File: src/hw/rtl/chte_pkg.sv
`default_nettype none
// ----------------------------------------------------------------------------
// chte_pkg
// Shared types and constants for the chained hash table engine.
// ----------------------------------------------------------------------------
package chte_pkg;

	localparam int KEY_W   = 64;
	localparam int VAL_W   = 32;
	localparam int HASH_W  = 32;   // low key bits that feed the hash
	localparam int DIV_W   = 9;    // bucket_count register width
	localparam int DIGIT_W = 4;    // remainder bits retired per cycle

	localparam int BUCKETS_DEF = 256;
	localparam int NODES_DEF   = 1024;

	localparam logic [DIV_W-1:0] BUCKET_COUNT_RST = 9'd256;

	typedef enum logic {
		OP_INSERT = 1'b0,
		OP_LOOKUP = 1'b1
	} op_t;

	typedef enum logic {
		ST_OK   = 1'b0,
		ST_FULL = 1'b1
	} status_t;

	typedef struct packed {
		op_t              op;
		logic [KEY_W-1:0] key;
		logic [VAL_W-1:0] value;
	} cmd_t;

	typedef struct packed {
		logic             found;
		logic [VAL_W-1:0] result_value;
		status_t          status;
	} res_t;

	typedef enum logic [2:0] {
		S_CLEAR,
		S_IDLE,
		S_HASH,
		S_HEAD,
		S_NODE,
		S_RESP
	} state_t;

endpackage
`default_nettype wire

File: src/hw/rtl/chte_mod.sv
`default_nettype none
// ----------------------------------------------------------------------------
// chte_mod
// Iterative remainder unit: restoring division, DIGIT_W quotient bits a cycle.
// ----------------------------------------------------------------------------
module chte_mod import chte_pkg::*; (
	input  logic              clk,
	input  logic              arst_n,
	input  logic              start,
	input  logic [HASH_W-1:0] dividend,
	input  logic [DIV_W-1:0]  divisor,
	output logic              done,
	output logic [DIV_W-1:0]  remainder
);

	localparam int STEPS = HASH_W / DIGIT_W;
	localparam int CNT_W = $clog2(STEPS);

	logic              busy_q;
	logic              done_q;
	logic [CNT_W-1:0]  cnt_q;
	logic [HASH_W-1:0] dvd_q;
	logic [DIV_W-1:0]  rem_q;
	logic [DIV_W-1:0]  rem_nx;
	logic [DIV_W:0]    trial;

	always_comb begin
		rem_nx = rem_q;
		trial  = '0;
		for (int i = 0; i < DIGIT_W; i++) begin
			trial = {rem_nx, dvd_q[HASH_W-1-i]};
			if (trial >= {1'b0, divisor}) begin
				trial = trial - {1'b0, divisor};
			end
			rem_nx = trial[DIV_W-1:0];
		end
	end

	always_ff @(posedge clk or negedge arst_n) begin
		if (!arst_n) begin
			busy_q <= 1'b0;
			done_q <= 1'b0;
			cnt_q  <= '0;
		end else begin
			done_q <= 1'b0;
			if (start) begin
				busy_q <= 1'b1;
				cnt_q  <= '0;
			end else if (busy_q) begin
				cnt_q <= cnt_q + CNT_W'(1);
				if (cnt_q == CNT_W'(STEPS - 1)) begin
					busy_q <= 1'b0;
					done_q <= 1'b1;
				end
			end
		end
	end

	always_ff @(posedge clk) begin
		if (start) begin
			dvd_q <= dividend;
			rem_q <= '0;
		end else if (busy_q) begin
			dvd_q <= dvd_q << DIGIT_W;
			rem_q <= rem_nx;
		end
	end

	assign done      = done_q;
	assign remainder = rem_q;

endmodule
`default_nettype wire

File: config.mk
export PLATFORM = sky130hd
export DESIGN_NAME = chte_mod
export DESIGN_NICKNAME = d
export VERILOG_FILES = /design/src/hw/rtl/chte_pkg.sv /design/src/hw/rtl/chte_mod.sv
export SDC_FILE = /design/constraint.sdc
export NUM_CORES = 1
export LEC_CHECK = 0
export ABC_AREA = 1
export BUFFER_PORTS_ARGS = -buffer_cell sky130_fd_sc_hd__buf_2
export CAP_MARGIN = 30
export CORE_AREA = 5 5 94 96
export DETAILED_ROUTE_END_ITERATION = 7
export DIE_AREA = 0 0 99 101
export PLACE_DENSITY_LB_ADDON = 0.1
export RECOVER_POWER = 100
export SYNTH_ARGS = -nofsm -noshare
export SYNTH_HDL_FRONTEND = slang
export SYNTH_SLANG_ARGS = --single-unit
File: constraint.sdc
create_clock -name clk -period 6.71 [get_ports clk]
set_input_delay 1.0065 -clock clk [delete_from_list [all_inputs] [get_ports clk]]
set_output_delay 1.0065 -clock clk [all_outputs]
set_load 0.02 [all_outputs]
==> results of run 1 <==
==> cells in the mapped netlist (2+ instances only) <==
library cell / count / area, µm²
nand4_1: 3 / 18.77
nand3_1: 36 / 180.2
a22o_1: 2 / 17.52
dfxtp_1: 9 / 180.2
clkbuf_1: 9 / 33.78
nand2_2: 6 / 37.54
dfrtp_1: 5 / 125.1
xor2_1: 15 / 131.4
xnor2_1: 12 / 105.1
fa_1: 4 / 80.08
o21ai_0: 8 / 40.04
a21o_1: 4 / 30.03
a21oi_4: 2 / 32.53
nand2_1: 233 / 874.6
a31oi_1: 4 / 25.02
ha_1: 38 / 475.5
inv_1: 79 / 296.5
nor2_1: 16 / 60.06
nand3_4: 2 / 35.03
or2_2: 5 / 31.28
inv_2: 2 / 7.510
a21oi_1: 21 / 105.1
edfxtp_1: 32 / 960.9
nor2_8: 2 / 40.04
nor3_1: 5 / 25.02
==> area by class of cell <==
| class | instances | area, µm² |
|---|---|---|
| clock buffer | 5 | 68.82 |
| clock inverter | 3 | 43.79 |
| fill | 646 | 2103 |
| inverter | 81 | 307.8 |
| multi-input combinational | 434 | 2932 |
| sequential | 46 | 1266 |
| tap | 105 | 131.4 |
| timing repair buffer | 166 | 1116 |
==> through the flow <==
step           TNS, ns  cell area (µm²)
2_1_floorplan        0             4215
3_3_place_gp    -1.092             5348
3_5_place_dp    -2.505             5375
4_1_cts              0             5488
5_1_grt        -0.9684             5866
6_report             0             5866
==> worst max-delay path: cells and delay by family <==
family	cells	cell delay, ns
and+or+nand+nor	20	2.06
AOI/OAI and AO/OA	8	1.46
buffers and inverters	11	1.06
adders and majority gates	4	1.04
==> what timing repair did <==
action	CTS	global route
gates cloned	0	2
pin swaps	1	26
setup endpoints to repair	1	9
endpoints found under the hold margin	0	0
setup buffers	0	7
gates resized for setup	0	72
==> logic make-up (layout without fill, tap and decap cells) <==
family / after synthesis / count (layout) / synth area share [%]
compound gates: 47 / 47 / 7.418
xor+xnor: 27 / 27 / 5.769
fa+ha+maj: 42 / 42 / 13.55
buf+inv: 92 / 255 / 8.638
flops: 46 / 46 / 30.89
simple gates: 316 / 318 / 33.73
==> final timing paths <==
| kind | from | to | slack [ns] | depth (start not counted) |
|---|---|---|---|---|
| min in group asynchronous | arst_n | done | 0.54 | 1 |
| setup reg to reg | dvd_q[31] | remainder[8] | 0.58 | 42 |
| max in group asynchronous | arst_n | cnt_q[1] | 5.96 | 1 |
| hold reg to reg | dvd_q[0] | dvd_q[4] | 0.52 | 2 |
| setup / recovery | divisor[7] | remainder[8] | 0.26 | 43 |
| hold / removal | dvd_q[0] | dvd_q[4] | 0.52 | 2 |
==> layer usage <==
| metal | vias up | global-route usage [%] | wire length [µm] |
|---|---|---|---|
| met5 | - | 0 | 0 |
| met4 | 0 | 10.82 | 558 |
| met3 | 45 | 2.976 | 494 |
| met2 | 133 | 45.87 | 6366 |
| met1 | 1950 | 28.88 | 5004 |
| li1 | 2145 | - | - |
==> flip-flops by register name, indices dropped and copies added (netlist names) <==
signal and count:
dvd_q 32, done 1, cnt_q 3, busy_q 1
remainder 9
==> results.toml, run 1 <==
[logic_synthesis]
syn_inst = 570
synthesis.area_um2 = 4099
synth-edff-count = 32
synthFlopType = "edfxtp_1"
syn_avg_cell_area_um2 = 7.191
ys_types = 41
synth_nets = 656
synthArstFlopShare_pct = 10.87
synth-seq-cells = 46
yosys_warnings = 0
synth-seq-area-share_pct = 30.89

[grt]
grt_max_degree = 38
grt_pass1_vias = 4323
antenna_found_initial = 0
grt_pass1_wl_um = 19780
globalRouteTotalUtil_pct = 24.88
grt-ovfl-total = 0

[route]
wl_per_cell_um = 14.79
vias = 4273
dr.first_iter.drc_count = 221
first_pass_iters = 4
vias_per_cell = 5.087
wl_um = 12420
antenna_left = 0
drc_errors = 0

[worst_setup_path]
cp.required_ns = 6.91
cp_max_fo = 8
critPathLaunchType = "input port"
crit_slowest_cell = "ha_1"
path_class = "in -> reg"
cp-end-kind = "flop"
cp.arrival_ns = 6.65
crit_top_cell = "nand2_1"
max_stage_delay_ns = 0.31

[finish]
layout.cells.non_filler = 840
drive_gt1_share_pct = 36.46
post-route-util_pct = 73.61
final_cell_mix = "213 x nand2_1, 109 x buf_4, 70 x inv_1"
areaGrowthSynthToFinish_pct = 43.10
final_common_cell = "nand2_1"
nNetsFinal = 820
diodes = 0

[sta]
worst_slack_ns = 0.2591
fmax_ghz = 0.1550
maxSlewViolCount = 0
hold_ws_ns = 0.5156
finalHoldViolCount = 0
worstMarginPinSlew_ns = 1.370
period_share_pct = 96.14
skew_ns = 0.009546
maxSlewHeadroom_pct = 8.649
post-route-min-period_ns = 6.451
setup_violations = 0

[cts]
path_clk_slew_ns = 0.09
clock_sinks = 46
root_buffer = "clkbuf_8"
cts_max_level = 2
cts_buffers = 5
max-clock-path-buffers = 2
insertion_delay_ns = 0.30
cts_tree = "yes"
ctsHoldBuffers = 0

[hold_path]
holdCritPathClass = "reg -> reg"

[die]
die_h_um = 101
die_x_um = 99
core_area_um2 = 7969
io_pins = 54
rows = 33
die_area_um2 = 9999
start_util_pct = 51.44

[placed_design]
routabilityCongestion = 0.8940
dpl_worst_slack_ns = -0.3245
dp.cells = 823
port-buffer-count = 53
dpl.hpwl_um = 9628

[status]
status = "completed"

[run]
max_cap_violations = 0
Power of run 1 is left out: the tool's default activity adds up to more than one toggle a clock period on the data nets, which glitch-free logic cannot reach.
==> run 2: changes to the inputs <==
Settings changed: RECOVER_POWER 100 to default.
==> results.toml, run 2 (synthesized netlist as in run 1, its figures left out) <==
[sta]
period_share_pct = 96.10
setup_violations = 0
finalHoldViolCount = 0
post-route-min-period_ns = 6.448
setup_tns_ns = 0
skew_ns = 0.009431
hold_ws_ns = 0.5017
fmax_ghz = 0.1551
maxSlewHeadroom_pct = 41.80
maxSlewViolCount = 0
worstMarginPinSlew_ns = 0.8698

[die]
start_util_pct = 51.44
die_h_um = 101
die_area_um2 = 9999
core_area_um2 = 7969
rows = 33
io_pins = 54
die_x_um = 99

[cts]
cts_buffers = 5
insertion_delay_ns = 0.30
root_buffer = "clkbuf_8"
cts_tree = "yes"
clock_sinks = 46
path_clk_slew_ns = 0.09
max-clock-path-buffers = 2
cts_max_level = 2

[grt]
grt_max_degree = 38
grt_pass1_vias = 4323
globalRouteTotalUtil_pct = 24.88
grt-ovfl-total = 0
grt_pass1_wl_um = 19780
antenna_found_initial = 0

[finish]
diodes = 0
nNetsFinal = 820
drive_gt1_share_pct = 38.10
post-route-util_pct = 74.08
largest_reg_flops = 32
areaGrowthSynthToFinish_pct = 44.02
top_register = "dvd_q"
final_common_cell = "nand2_1"
layout.cells.non_filler = 840
final_cell_mix = "213 x nand2_1, 109 x buf_4, 70 x inv_1"

[worst_setup_path]
cp-end-kind = "flop"
cp_max_fo = 8
crit_slowest_cell = "ha_1"
rr_worst_depth = 42
crit_top_cell = "nand2_1"
path_class = "in -> reg"
cp.arrival_ns = 6.65
rrSetupSlack_ns = 0.58
r2r_start = "dvd_q[31]"
r2r-end = "remainder[8]"
critPathLaunchType = "input port"
max_stage_delay_ns = 0.31
cp.required_ns = 6.91

[route]
wl_per_cell_um = 14.79
dr.first_iter.drc_count = 223
vias = 4237
drc_errors = 0
first_pass_iters = 4
vias_per_cell = 5.044
antenna_left = 0
wl_um = 12420

[run]
max_cap_violations = 0

[hold_path]
holdCritPathClass = "in -> async"

[status]
status = "completed"

[placed_design]
routabilityCongestion = 0.8940
dpl.hpwl_um = 9628
port-buffer-count = 53
dp.cells = 823
run 2: changes by cell type in the layout (fill, tap and decap cells not counted):
| cell | before | now |
|---|---|---|
| clkbuf_1 | 12 | 0 |
| buf_2 | 42 | 53 |
| buf_16 | 0 | 1 |
run 2: final cells by class:
type | count | area (µm²)
clock buffers | 5 | 68.82
inverters | 81 | 307.8
fillers | 640 | 2066
flip-flops and latches | 46 | 1266
clock inverters | 3 | 43.79
repair buffers | 166 | 1154
multi-input cells | 434 | 2932
well taps | 105 | 131.4
run 2: what timing repair did:
action                                  in CTS  in global routing
pin swaps                                    1                 26
setup buffers                                0                  7
hold buffers                                 0                  0
gates resized for setup                      0                 72
endpoints found under the setup margin       1                  9
gates cloned                                 0                  2
run 2: worst max-delay path by stage:
stage / slack [ns] / end / from
final: 0.26 / remainder[8] / divisor[7]
after global routing: -0.13 / remainder[8] / divisor[1]
after CTS: 0.01 / remainder[5] / divisor[0]
after detailed placement: -0.32 / remainder[5] / divisor[0]
after global placement: -0.16 / remainder[5] / divisor[0]
after floorplan: 0.01 / remainder[1] / divisor[3]
run 2: layer usage:
metal	wire (µm)	vias up	GRT usage, %
met5	0	-	0
met2	6387	126	45.87
met4	505	0	10.82
met3	549	38	2.976
li1	-	2146	-
met1	4978	1927	28.88
run 2: through the flow:
step | instance area, µm² | setup WS, ns
6_report | 5903 | 0.2616
4_1_cts | 5488 | 0.01063
5_1_grt | 5903 | -0.1279
3_5_place_dp | 5375 | -0.3245
3_3_place_gp | 5348 | -0.1560
2_1_floorplan | 4215 | 0.01377
run 2: critical path: cells and delay by family:
kind	cells	cell delay (ns)
and+or+nand+nor	20	2.06
AOI/OAI and AO/OA	8	1.46
buffers and inverters	11	1.06
adders and majority gates	4	1.04
Power of run 2 is left out for the same reason.
